<file path="config.mk">
export PLATFORM = sky130hd
export DESIGN_NAME = three_axis_velocity_slew_limiter_core
export DESIGN_NICKNAME = d
export VERILOG_FILES = /design/src/sv/tavsl_pkg.sv /design/src/sv/tavsl_timer.sv /design/src/sv/tavsl_lane.sv /design/src/sv/tavsl_merge.sv /design/src/sv/three_axis_velocity_slew_limiter_core.sv
export VERILOG_INCLUDE_DIRS = /design/src /design/src/sv
export SDC_FILE = /design/constraint.sdc
export NUM_CORES = 1
export LEC_CHECK = 0
export BUFFER_PORTS_ARGS = -buffer_cell sky130_fd_sc_hd__clkbuf_2
export CORE_UTILIZATION = 50
export CTS_CLUSTER_DIAMETER = 200
export CTS_CLUSTER_SIZE = 8
export DETAILED_ROUTE_END_ITERATION = 16
export PLACE_DENSITY_LB_ADDON = 0.05
export SETUP_SLACK_MARGIN = 0.02
export SLEW_MARGIN = 20
export SYNTH_ARGS = -nofsm -noshare
export SYNTH_HDL_FRONTEND = slang
export SYNTH_SLANG_ARGS = --single-unit
</file>
<file path="constraint.sdc">
create_clock -name clk_i -period 14.39 [get_ports clk_i]
set_input_delay 1.439 -clock clk_i [delete_from_list [all_inputs] [get_ports clk_i]]
set_output_delay 1.439 -clock clk_i [all_outputs]
set_load 0.02 [all_outputs]
</file>
<file path="src/sv/three_axis_velocity_slew_limiter_core_defines.svh">
// Assertion macros for the velocity slew limiter.
`ifndef THREE_AXIS_VELOCITY_SLEW_LIMITER_CORE_DEFINES_SVH
`define THREE_AXIS_VELOCITY_SLEW_LIMITER_CORE_DEFINES_SVH

`ifndef SYNTHESIS
`define TAVSL_ASSERT(name, prop, msg) \
  name: assert property (@(posedge clk_i) disable iff (!rst_ni) prop) else $error(msg);
`define TAVSL_ASSERT_ALWAYS(name, prop, msg) \
  name: assert property (@(posedge clk_i) prop) else $error(msg);
`else
`define TAVSL_ASSERT(name, prop, msg)
`define TAVSL_ASSERT_ALWAYS(name, prop, msg)
`endif

`endif

</file>
<file path="src/sv/tavsl_pkg.sv">
// Shared types and constants of the velocity slew limiter.
package tavsl_pkg;

  localparam int VEL_W      = 16;
  localparam int STEP_W     = 15;
  localparam int CNT_W      = 16;
  localparam int CFG_IDX_W  = 2;
  localparam int CFG_DATA_W = 16;
  localparam int TDATA_W    = 3 * VEL_W;

  localparam logic [STEP_W-1:0] LINEAR_STEP_RST  = STEP_W'(51);
  localparam logic [STEP_W-1:0] ANGULAR_STEP_RST = STEP_W'(102);
  localparam logic [CNT_W-1:0]  TIMEOUT_RST      = CNT_W'(2);

  localparam logic MODE_CMD  = 1'b0;
  localparam logic MODE_TICK = 1'b1;

  typedef enum logic [CFG_IDX_W-1:0] {
    CFG_LINEAR_STEP  = 2'd0,
    CFG_ANGULAR_STEP = 2'd1,
    CFG_TIMEOUT      = 2'd2
  } cfg_idx_e;

  typedef logic signed [VEL_W-1:0] vel_t;

  typedef struct packed {
    logic load;
    logic tick;
    logic expire;
  } lane_ctl_t;

endpackage

</file>
<file path="src/sv/tavsl_timer.sv">
// Saturating tick counter and timeout detect, drives lane control.
module tavsl_timer (
  input  logic                          clk_i,
  input  logic                          rst_ni,
  input  logic                          accept_i,
  input  logic                          mode_i,
  input  logic [tavsl_pkg::CNT_W-1:0]   timeout_i,
  output tavsl_pkg::lane_ctl_t          ctl_o
);
  import tavsl_pkg::*;

  logic [CNT_W-1:0] cnt_q, cnt_d, cnt_inc;
  logic             load, tick;

  assign load    = accept_i && (mode_i == MODE_CMD);
  assign tick    = accept_i && (mode_i == MODE_TICK);
  assign cnt_inc = (cnt_q == {CNT_W{1'b1}}) ? cnt_q : cnt_q + CNT_W'(1);

  always_comb begin
    cnt_d = cnt_q;
    if (load) begin
      cnt_d = '0;
    end else if (tick) begin
      cnt_d = cnt_inc;
    end
  end

  always_ff @(posedge clk_i or negedge rst_ni) begin
    if (!rst_ni) begin
      cnt_q <= '0;
    end else begin
      cnt_q <= cnt_d;
    end
  end

  assign ctl_o.load   = load;
  assign ctl_o.tick   = tick;
  assign ctl_o.expire = tick && (cnt_inc > timeout_i);

endmodule

</file>
<file path="src/sv/tavsl_lane.sv">
// One axis: target and current registers with step clamp.
module tavsl_lane (
  input  logic                          clk_i,
  input  logic                          rst_ni,
  input  tavsl_pkg::lane_ctl_t          ctl_i,
  input  tavsl_pkg::vel_t               cmd_i,
  input  logic [tavsl_pkg::STEP_W-1:0]  step_i,
  output tavsl_pkg::vel_t               cur_next_o
);
  import tavsl_pkg::*;

  vel_t                tgt_q, tgt_d, cur_q, cur_d, tgt_eff;
  logic signed [VEL_W:0] diff, lim, clamped, sum;

  assign tgt_eff = ctl_i.expire ? vel_t'(0) : tgt_q;
  assign diff    = {tgt_eff[VEL_W-1], tgt_eff} - {cur_q[VEL_W-1], cur_q};
  assign lim     = $signed({2'b00, step_i});

  always_comb begin
    if (diff > lim) begin
      clamped = lim;
    end else if (diff < -lim) begin
      clamped = -lim;
    end else begin
      clamped = diff;
    end
  end

  assign sum = {cur_q[VEL_W-1], cur_q} + clamped;

  always_comb begin
    tgt_d = tgt_q;
    cur_d = cur_q;
    if (ctl_i.load) begin
      tgt_d = cmd_i;
    end else if (ctl_i.tick) begin
      tgt_d = tgt_eff;
      cur_d = sum[VEL_W-1:0];
    end
  end

  always_ff @(posedge clk_i or negedge rst_ni) begin
    if (!rst_ni) begin
      tgt_q <= '0;
      cur_q <= '0;
    end else begin
      tgt_q <= tgt_d;
      cur_q <= cur_d;
    end
  end

  assign cur_next_o = cur_d;

endmodule

</file>
<file path="src/sv/tavsl_merge.sv">
// Output stage: packs the three lane values into one registered request.
module tavsl_merge (
  input  logic                            clk_i,
  input  logic                            rst_ni,
  input  logic                            load_i,
  input  tavsl_pkg::vel_t                 lin_x_i,
  input  tavsl_pkg::vel_t                 lin_y_i,
  input  tavsl_pkg::vel_t                 ang_z_i,
  output logic                            valid_o,
  input  logic                            ready_i,
  output logic [tavsl_pkg::TDATA_W-1:0]   data_o
);
  import tavsl_pkg::*;

  logic               valid_q, valid_d;
  logic [TDATA_W-1:0] data_q;

  always_comb begin
    valid_d = valid_q;
    if (load_i) begin
      valid_d = 1'b1;
    end else if (ready_i) begin
      valid_d = 1'b0;
    end
  end

  always_ff @(posedge clk_i or negedge rst_ni) begin
    if (!rst_ni) begin
      valid_q <= 1'b0;
    end else begin
      valid_q <= valid_d;
    end
  end

  always_ff @(posedge clk_i) begin
    if (load_i) begin
      data_q <= {ang_z_i, lin_y_i, lin_x_i};
    end
  end

  assign valid_o = valid_q;
  assign data_o  = data_q;

endmodule

</file>
<file path="src/sv/three_axis_velocity_slew_limiter_core.sv">
// Top level of the three-axis velocity slew limiter.
// A tick request shows its result on m_axis in the cycle after acceptance.
// Throughput: one request per cycle, commands and ticks alike.
// The single output register sets this; input stalls only while it is full and held.
// Reset clears targets, currents and tick counter to zero.
// Reset loads step limits 51 and 102 and a timeout of 2 ticks.
`include "three_axis_velocity_slew_limiter_core_defines.svh"
module three_axis_velocity_slew_limiter_core (
  input  logic                              clk_i,
  input  logic                              rst_ni,
  input  logic                              cfg_we_i,
  input  logic [tavsl_pkg::CFG_IDX_W-1:0]   cfg_idx_i,
  input  logic [tavsl_pkg::CFG_DATA_W-1:0]  cfg_data_i,
  input  logic                              s_axis_tvalid_i,
  output logic                              s_axis_tready_o,
  // cmd_linear_x [15:0], cmd_linear_y [31:16], cmd_angular_z [47:32]
  input  logic [tavsl_pkg::TDATA_W-1:0]     s_axis_tdata_i,
  // mode [0]
  input  logic                              s_axis_tuser_i,
  output logic                              m_axis_tvalid_o,
  input  logic                              m_axis_tready_i,
  // out_linear_x [15:0], out_linear_y [31:16], out_angular_z [47:32]
  output logic [tavsl_pkg::TDATA_W-1:0]     m_axis_tdata_o
);
  import tavsl_pkg::*;

  logic [STEP_W-1:0] lin_step_q, ang_step_q;
  logic [CNT_W-1:0]  timeout_q;
  logic              accept;
  lane_ctl_t         ctl;
  vel_t              nx, ny, nz;

  always_ff @(posedge clk_i or negedge rst_ni) begin
    if (!rst_ni) begin
      lin_step_q <= LINEAR_STEP_RST;
      ang_step_q <= ANGULAR_STEP_RST;
      timeout_q  <= TIMEOUT_RST;
    end else if (cfg_we_i) begin
      unique case (cfg_idx_i)
        CFG_LINEAR_STEP:  lin_step_q <= cfg_data_i[STEP_W-1:0];
        CFG_ANGULAR_STEP: ang_step_q <= cfg_data_i[STEP_W-1:0];
        CFG_TIMEOUT:      timeout_q  <= cfg_data_i[CNT_W-1:0];
        default: ;
      endcase
    end
  end

  assign s_axis_tready_o = !m_axis_tvalid_o || m_axis_tready_i;
  assign accept          = s_axis_tvalid_i && s_axis_tready_o;

  tavsl_timer u_timer (
    .clk_i     (clk_i),
    .rst_ni    (rst_ni),
    .accept_i  (accept),
    .mode_i    (s_axis_tuser_i),
    .timeout_i (timeout_q),
    .ctl_o     (ctl)
  );

  tavsl_lane u_lane_x (
    .clk_i      (clk_i),
    .rst_ni     (rst_ni),
    .ctl_i      (ctl),
    .cmd_i      (s_axis_tdata_i[VEL_W-1:0]),
    .step_i     (lin_step_q),
    .cur_next_o (nx)
  );

  tavsl_lane u_lane_y (
    .clk_i      (clk_i),
    .rst_ni     (rst_ni),
    .ctl_i      (ctl),
    .cmd_i      (s_axis_tdata_i[2*VEL_W-1:VEL_W]),
    .step_i     (lin_step_q),
    .cur_next_o (ny)
  );

  tavsl_lane u_lane_z (
    .clk_i      (clk_i),
    .rst_ni     (rst_ni),
    .ctl_i      (ctl),
    .cmd_i      (s_axis_tdata_i[3*VEL_W-1:2*VEL_W]),
    .step_i     (ang_step_q),
    .cur_next_o (nz)
  );

  tavsl_merge u_merge (
    .clk_i   (clk_i),
    .rst_ni  (rst_ni),
    .load_i  (ctl.tick),
    .lin_x_i (nx),
    .lin_y_i (ny),
    .ang_z_i (nz),
    .valid_o (m_axis_tvalid_o),
    .ready_i (m_axis_tready_i),
    .data_o  (m_axis_tdata_o)
  );

  `TAVSL_ASSERT(a_tick_gives_result, ctl.tick |=> m_axis_tvalid_o, "tick without result")
  `TAVSL_ASSERT(a_cmd_no_result, ctl.load |=> !$rose(m_axis_tvalid_o), "command made a result")
  `TAVSL_ASSERT(a_stall_only_full, !s_axis_tready_o |-> m_axis_tvalid_o, "stall while empty")
  `TAVSL_ASSERT(a_one_kind, !(ctl.load && ctl.tick), "command and tick together")
  `TAVSL_ASSERT_ALWAYS(a_expire_on_tick, ctl.expire |-> ctl.tick, "timeout outside a tick")

endmodule

</file>
==> results of run 1 <==
[logic make-up (layout without fill, tap and decap cells)]
| kind of cell | after synthesis | after routing | share of synthesized area, % |
|---|---|---|---|
| flops | 207 | 207 | 33.78 |
| xor+xnor | 115 | 115 | 6.264 |
| buf+inv | 186 | 313 | 4.373 |
| compound gates | 488 | 488 | 19.57 |
| simple gates | 468 | 468 | 14.05 |
| mux | 65 | 65 | 4.334 |
| fa+ha+maj | 223 | 223 | 17.63 |
[synthesized netlist by cell type, types with 4 or more instances]
library cell,number,area [sq um]
a211oi_1,8,60.06
o22ai_1,15,93.84
nor4_1,7,43.79
a21oi_1,115,575.6
and4_1,6,52.55
o211ai_1,6,45.04
a21o_1,48,360.4
nor2_1,101,379.1
nand2b_1,14,87.58
o21bai_1,6,45.04
mux2i_1,31,310.3
fa_1,6,120.1
o2111ai_1,4,35.03
o21ai_1,12,60.06
clkbuf_1,48,180.2
edfxtp_1,48,1441
nand2_1,155,581.8
o21a_1,28,210.2
xor2_1,32,280.3
xnor2_1,83,727.0
o22a_1,11,96.34
nor3b_1,4,30.03
a2111o_1,4,45.04
o31ai_1,9,67.56
inv_1,126,473.0
ha_1,216,2703
nand4_1,17,106.4
dfstp_2,9,236.5
nor3_1,30,150.1
a31oi_1,24,150.1
mux2_2,32,360.4
or3_1,6,37.54
a22o_1,52,455.4
o21ai_0,119,595.6
and3_1,10,62.56
and2_1,53,331.6
nand3_1,29,145.1
buf_2,4,20.02
dfrtp_1,150,3754
buf_1,5,18.77
nor2b_1,21,131.4
[worst max-delay path, delay by kind of cell (launching register included)]
kind	cells	cell delay, ps
DFF	1	460
AOI/OAI and AO/OA	26	5490
and+or+nand+nor	17	3020
adders and majority gates	5	1450
xor gates and xnor gates	2	290
muxes	1	340
buffers and inverters	3	760
[metal layers]
metal,vias to the layer above,share of wire (%),GRT usage (%)
met1,6217,50,38.92
met4,0,1.7,5.424
met3,52,5.1,2.661
met5,-,0,0
met2,320,43,39.62
li1,6523,-,-
[path summary, 6_finish.rpt]
kind	end	slack, ps	startpoint
max in group asynchronous	u_lane_y.cur_q[15]	12070	rst_ni
min in group asynchronous	u_lane_z.tgt_q[2]	920	rst_ni
min reg2reg	u_lane_z.tgt_q[8]	490	u_lane_z.tgt_q[8]
min	u_lane_z.tgt_q[8]	490	u_lane_z.tgt_q[8]
max reg2reg	u_merge.data_o[14]	2240	u_timer.cnt_q[5]
max	u_merge.data_o[14]	2240	u_timer.cnt_q[5]
[cell type report]
cell class | instances | area, sq um
Fill cell | 2907 | 13720
Multi-Input combinational cell | 1359 | 9985
Sequential cell | 207 | 5431
Clock buffer | 50 | 804.5
Timing Repair Buffer | 133 | 701.9
Tap cell | 402 | 503.0
Inverter | 129 | 485.5
Clock inverter | 1 | 8.758
[metrics by stage]
step | cell area (sq um) | hold slack (ps)
2_1_floorplan | 16080 | 456.7
3_3_place_gp | 17110 | 478.9
3_5_place_dp | 17110 | 480.4
4_1_cts | 17920 | 492.2
5_1_grt | 17920 | 509.5
6_report | 17920 | 493.4
==> run_results.csv, run 1 <==
group,metric,value,unit
timing,rsz0062_at_grt,"no",
clocking,clk_path_buf_depth,3,
setup_path,worstPathRequired,14650,ps
setup_path,worstPathArrival,12410,ps
global_route,grtUsageTotal,25.77,%
place,dp_slack,2239,ps
drt,drt_wl_total,41880,um
drt,via_count,13112,
clocking,numCtsBuffers,29,
setup_path,endpoint_kind,"flip-flop",
global_route,grt_pass1_vias,12573,
clocking,postCtsResizedCells,0,
die,die_y,181.3,um
clocking,cts.sink_count,207,
synthesis,ys_types,74,
synthesis,synth_area,16080,sq um
synthesis,ys_ff_latch,207,
setup_path,r2r_cells,54,
die,ios,122,
drt,first_iter_violations,838,
worst_hold_path,hold_class,"flip-flop to flip-flop",
place,dp_cells,2230,
timing,setup-violations-final,0,
setup_path,worst_path_max_delay_cell,"o31ai_4",
die,core-area,31640,sq um
synthesis,async_flop_share,76.81,%
place,gp_congestion,0.8924,
global_route,grt_max_degree,98,
final_layout,largest_reg_flops,48,
setup_path,critPathMaxStageDelay,630,ps
drt,vias_per_cell,5.748,
setup_path,critPathMostFrequentCell,"a21oi_1",
synthesis,syn_avg_cell_area,9.178,sq um
final_layout,area_delta_synth_final,11.45,%
clocking,htree_levels,1,
clocking,cts-root-buf,"clkbuf_16",
timing,max_freq,82.32,MHz
clocking,post_cts_buffers,0,
timing,tightest_slew,957.0,ps
synthesis,synthesis.nets,2046,
timing,setup_slack,2242,ps
setup_path,cp_max_fo,33,
timing,setup_tns,0,ps
timing,finalCriticalPeriod,12150,ps
synthesis,synth_edf_count,48,
setup_path,path_class,"flip-flop to flip-flop",
die,design.die.area,32880,sq um
final_layout,layout_commonest_cell,"ha_1",
clocking,clkTransAtPathRegs,60,ps
drt,drc,0,
timing,slew_headroom,36.20,%
global_route,antenna_found_initial,0,
die,start_util,50.82,%
synthesis,yosysSeqAreaShare,33.78,%
final_layout,mostFrequentLayoutCells,"ha_1 (216), nand2_1 (154), dfrtp_1 (150)",
final_layout,antenna_cells,0,
synthesis,yosys_warnings,0,
final_layout,final_cells,2281,
place,hpwl,32040,um
drt,firstDrtPassIters,5,
timing,drv_slew,0,
clocking,cts_tree,"built",
place,port_buffers,121,
setup_path,cp-start-kind,"flip-flop",
flow_run,drv_cap,0,
clocking,ctsHoldBuffers,0,
timing,skew,13.77,ps
final_layout,fin_util,56.64,%
drt,avgRoutedWirePerCell,18.36,um
worst_hold_path,hold-path-cell-count,1,
final_layout,drive_above_1_share,11.97,%
drt,ant_nets,0,
timing,fin_crit_sh,84.42,%
synthesis,syn_inst,1752,
final_layout,fin_nets,2153,
synthesis,synth_flop_cell,"dfrtp_1",
outcome,outcome,"complete, no violations",
timing,hold_viol,0,
die,die_w,181.3,um
global_route,grt_pass1_wl,67480,um
global_route,grt.overflow.total,0,
die,num_rows,65,
clocking,worstSkewPairLatency,550,ps
Power of run 1 is not shown: default switching activity piles up to over one toggle a cycle in this logic, so the estimate is an artifact.
==> run 2: changes to the inputs <==
==> constraint.sdc (replaced) <==
create_clock -name clk_i -period 12.6 [get_ports clk_i]
set_input_delay 1.26 -clock clk_i [delete_from_list [all_inputs] [get_ports clk_i]]
set_output_delay 1.26 -clock clk_i [all_outputs]
set_load 0.02 [all_outputs]
==> run 2 against run 1 <==
  * Routed wire length is 2.6% higher
  * Flip-flop and latch count unchanged
  * Sequential share of layout area down 0.15 points
  * Critical path type unchanged
  * Critical endpoint is now u_merge.data_o[46]
==> run_results.csv, run 2 (same netlist as run 1, synthesis figures left out) <==
group,metric,value,unit
final_layout,fin_nets,2161,
timing,hold_ws,487.7,ps
drt,met3_length,2156,um
final_layout,area_delta_synth_final,12.01,%
die,num_rows,65,
setup_path,worstPathArrival,11970,ps
timing,skew,25.87,ps
drt,first_iter_violations,747,
place,hpwl,32930,um
timing,setup_tns,0,ps
clocking,numCtsBuffers,29,
worst_hold_path,hold_class,"flip-flop to flip-flop",
clocking,cts.sink_count,207,
clocking,worstSkewPairLatency,580,ps
final_layout,mostFrequentLayoutCells,"ha_1 (216), nand2_1 (154), dfrtp_1 (150)",
setup_path,worstPathRequired,12880,ps
outcome,outcome,"complete, no violations",
drt,wl_met1,21900,um
setup_path,cp_max_fo,16,
drt,ant_nets,0,
final_layout,antenna_cells,0,
global_route,grt_max_degree,71,
final_layout,final_cells,2291,
die,design.die.area,32880,sq um
drt,via_count,13270,
drt,route.met2.wl,18130,um
drt,avgRoutedWirePerCell,18.75,um
die,die_y,181.3,um
clocking,clk_path_buf_depth,3,
place,gp_congestion,0.8925,
place,placed_area,17150,sq um
setup_path,critPathMostFrequentCell,"a21oi_1",
timing,finalCriticalPeriod,11690,ps
setup_path,cp-start-kind,"flip-flop",
die,start_util,50.82,%
setup_path,critPathMaxStageDelay,660,ps
clocking,ctsHoldBuffers,0,
die,ios,122,
timing,slew_headroom,43.07,%
die,core-area,31640,sq um
final_layout,drive_above_1_share,12.44,%
final_layout,largest_reg_flops,48,
setup_path,path_class,"flip-flop to flip-flop",
timing,fin_crit_sh,92.76,%
drt,firstDrtPassIters,5,
drt,vias_per_cell,5.792,
timing,setup-violations-final,0,
drt,drt_wl_total,42960,um
final_layout,final_cell_area,18010,sq um
timing,rsz0062_at_grt,"no",
clocking,htree_levels,1,
drt,highest_layer,"met4",
clocking,cts_tree,"built",
flow_run,drv_cap,0,
drt,drc,0,
global_route,antenna_found_initial,0,
place,dp_cells,2236,
global_route,grt_pass1_wl,68490,um
global_route,grtUsageTotal,26.34,%
clocking,cts-root-buf,"clkbuf_16",
setup_path,worst_path_max_delay_cell,"o41ai_1",
place,port_buffers,121,
final_layout,layout_commonest_cell,"ha_1",
global_route,grt.overflow.total,0,
die,die_w,181.3,um
clocking,clkTransAtPathRegs,50,ps
timing,drv_slew,0,
timing,tightest_slew,853.9,ps
global_route,grt_pass1_vias,12849,
timing,hold_viol,0,
setup_path,endpoint_kind,"flip-flop",
timing,max_freq,85.56,MHz
[run 2: cell type report]
class,count,area [sq um]
fillers,2896,13630
multi-input cells,1359,9996
flip-flops and latches,207,5431
clock buffers,52,812.0
repair buffers,141,762.0
well taps,402,503.0
inverters,129,485.5
clock inverters,1,20.02
[run 2: timing repair]
| item | in CTS | in global routing |
|---|---|---|
| setup endpoints to repair | 0 | 17 |
| setup buffers | 0 | 2 |
| resized for setup | 0 | 3 |
[run 2: worst paths after layout]
path,start,end,slack [ps],depth (start not counted)
max in group asynchronous,rst_ni,u_timer.cnt_q[7],10800,2
setup reg to reg,u_timer.cnt_q[5],u_merge.data_o[46],910,50
hold reg to reg,u_lane_y.tgt_q[15],u_lane_y.tgt_q[15],490,1
min in group asynchronous,rst_ni,u_lane_z.cur_q[4],570,1
hold / removal,u_lane_y.tgt_q[15],u_lane_y.tgt_q[15],490,1
setup / recovery,u_timer.cnt_q[5],u_merge.data_o[46],910,50
[run 2: metal layers]
metal  vias to the layer above  global-route usage (%)
met5                         -                       0
met4                         0                   5.932
met3                        53                   3.084
met2                       312                   40.11
met1                      6359                   39.75
li1                       6546                       -
[run 2: per-stage QoR]
step	util (%)	setup WS (ps)
after floorplan	-	2224
after global placement	54.21	708.5
after detailed placement	54.21	556.1
after CTS	56.84	529.0
after global routing	56.93	29.43
final	56.93	912.1
[run 2: worst max-delay path, delay by kind of cell, from the launching register on]
kind            cells  cell delay [ps]
compound gates     23             4810
fa+ha+maj           6             1520
buf+inv             3              600
flops               1              460
simple gates       15             3110
mux                 1              350
xor+xnor            2              520
Power of run 2 is left out for the same reason.
==> run 3: changes to the inputs <==
--- a/config.mk
+++ b/config.mk
@@ -7,6 +7,7 @@
 export NUM_CORES = 1
 export LEC_CHECK = 0
 export BUFFER_PORTS_ARGS = -buffer_cell sky130_fd_sc_hd__clkbuf_2
+export CORE_ASPECT_RATIO = 1.1
 export CORE_UTILIZATION = 50
 export CTS_CLUSTER_DIAMETER = 200
 export CTS_CLUSTER_SIZE = 8
==> run 3 against run 2 <==
  * Setup slack better by 160 ps
  * Global-route usage up 0.084 points
  * First-iteration DRC count down 15%
  * Critical path type unchanged
  * Clock skew down 7.2 ps
  * Hold slack worse by 0.67 ps
  * Flip-flop and latch count unchanged
  * Count of clock-buffer cells in the layout up 1
  * Utilization up 0.26 points
  * Cell count up 0.70%
  * Via count down 0.92%
  * Die area about the same
  * Register-to-register slack better by 160 ps
==> run_results.csv, run 3 (same netlist as run 1, synthesis figures left out) <==
group,metric,value,unit
setup_path,worst_path_max_delay_cell,"a221oi_2",
die,die_y,190.1,um
flow_run,drv_cap,0,
global_route,grtUsageTotal,26.43,%
clocking,clk_path_buf_depth,3,
timing,max_freq,86.72,MHz
final_layout,fin_nets,2159,
timing,slew_headroom,26.31,%
drt,vias_per_cell,5.699,
final_layout,drive_above_1_share,12.24,%
global_route,grt_max_degree,94,
clocking,htree_levels,1,
final_layout,layout_commonest_cell,"ha_1",
setup_path,critPathBufInv,5,
timing,tightest_slew,1105,ps
drt,ant_nets,0,
die,die_w,173.0,um
die,core-area,31480,sq um
final_layout,antenna_cells,0,
global_route,grt_pass1_wl,69140,um
die,start_util,51.08,%
clocking,cts_tree,"built",
global_route,antenna_found_initial,0,
final_layout,largest_reg_flops,48,
setup_path,worstPathArrival,11800,ps
timing,drv_slew,0,
timing,finalCriticalPeriod,11530,ps
setup_path,path_class,"flip-flop to flip-flop",
outcome,outcome,"complete, no violations",
place,port_buffers,121,
clocking,cts-root-buf,"clkbuf_16",
drt,avgRoutedWirePerCell,18.64,um
global_route,grt_pass1_vias,13242,
drt,via_count,13148,
drt,drc,0,
die,design.die.area,32880,sq um
global_route,grt.overflow.total,0,
final_layout,mostFrequentLayoutCells,"ha_1 (216), nand2_1 (154), dfrtp_1 (150)",
worst_hold_path,hold_class,"flip-flop to flip-flop",
clocking,clkTransAtPathRegs,50,ps
clocking,cts.sink_count,207,
timing,hold_viol,0,
place,gp_congestion,0.9286,
timing,setup_tns,0,ps
drt,firstDrtPassIters,5,
clocking,worstSkewPairLatency,550,ps
drt,drt_wl_total,43000,um
setup_path,worstPathRequired,12870,ps
timing,rsz0062_at_grt,"no",
clocking,numCtsBuffers,29,
timing,fin_crit_sh,91.51,%
setup_path,critical_path.top_delay_family,"compound AO/OA/AOI/OAI gates",
final_layout,area_delta_synth_final,11.97,%
die,ios,122,
die,num_rows,68,
place,hpwl,32920,um
clocking,postCtsResizedCells,0,
setup_path,cp_max_fo,10,
drt,first_iter_violations,637,
timing,skew,18.63,ps
setup_path,critPathMaxStageDelay,560,ps
setup_path,cp-start-kind,"flip-flop",
timing,setup-violations-final,0,
setup_path,endpoint_kind,"flip-flop",
run 3: changes by cell type in the layout (fill, tap and decap cells not counted):
cell / change
a21boi_0: +1
a21boi_1: -1
a21o_1: -1
a21o_2: +1
a21oi_1: +1
a21oi_2: -1
buf_12: +1
buf_4: -3
clkbuf_1: +1
inv_16: -1
o41ai_1: +1
o41ai_2: -1
run 3: repair_timing:
action                     4_1_cts  5_1_grt
hold buffers                     0        0
setup endpoints to repair        0        8
hold endpoints to repair         0        0
buffers inserted                 0        4
run 3: cell type report:
cell class                      instances  area [sq um]
Multi-Input combinational cell       1359          9986
Fill cell                            2855         13480
Timing Repair Buffer                  139         759.5
Clock buffer                           53         815.8
Tap cell                              420         525.5
Inverter                              129         485.5
Sequential cell                       207          5431
run 3: through the flow:
stage / hold WS [ps] / instances / util, % / instance area, sq um / setup slack, ps
4_1_cts: 493.0 / 2303 / 57.05 / 17960 / 648.5
2_1_floorplan: 456.7 / 1752 / - / 16080 / 2224
3_3_place_gp: 475.6 / 2250 / 54.46 / 17150 / 947.8
6_report: 487.0 / 2307 / 57.19 / 18000 / 1069
5_1_grt: 505.2 / 2307 / 57.19 / 18000 / 29.33
3_5_place_dp: 477.7 / 2250 / 54.46 / 17150 / 699.1
run 3: metal layers:
metal | part of all wire, % | track usage [%]
met1 | 44 | 33.43
met2 | 49 | 47.33
met3 | 4.2 | 3.317
met4 | 2.4 | 7.250
met5 | 0 | 0
run 3: path summary, 6_finish.rpt:
kind | startpoint | endpoint | slack, ps | cells past startpoint
max | u_timer.cnt_q[5] | u_merge.data_o[46] | 1070 | 53
min | u_lane_x.cur_q[15] | u_lane_x.cur_q[15] | 490 | 1
max reg2reg | u_timer.cnt_q[5] | u_merge.data_o[46] | 1070 | 53
min reg2reg | u_lane_x.cur_q[15] | u_lane_x.cur_q[15] | 490 | 1
max in group asynchronous | rst_ni | ang_step_q[11] | 10310 | 2
min in group asynchronous | rst_ni | u_lane_x.tgt_q[5] | 820 | 1
Power of run 3 is left out for the same reason.
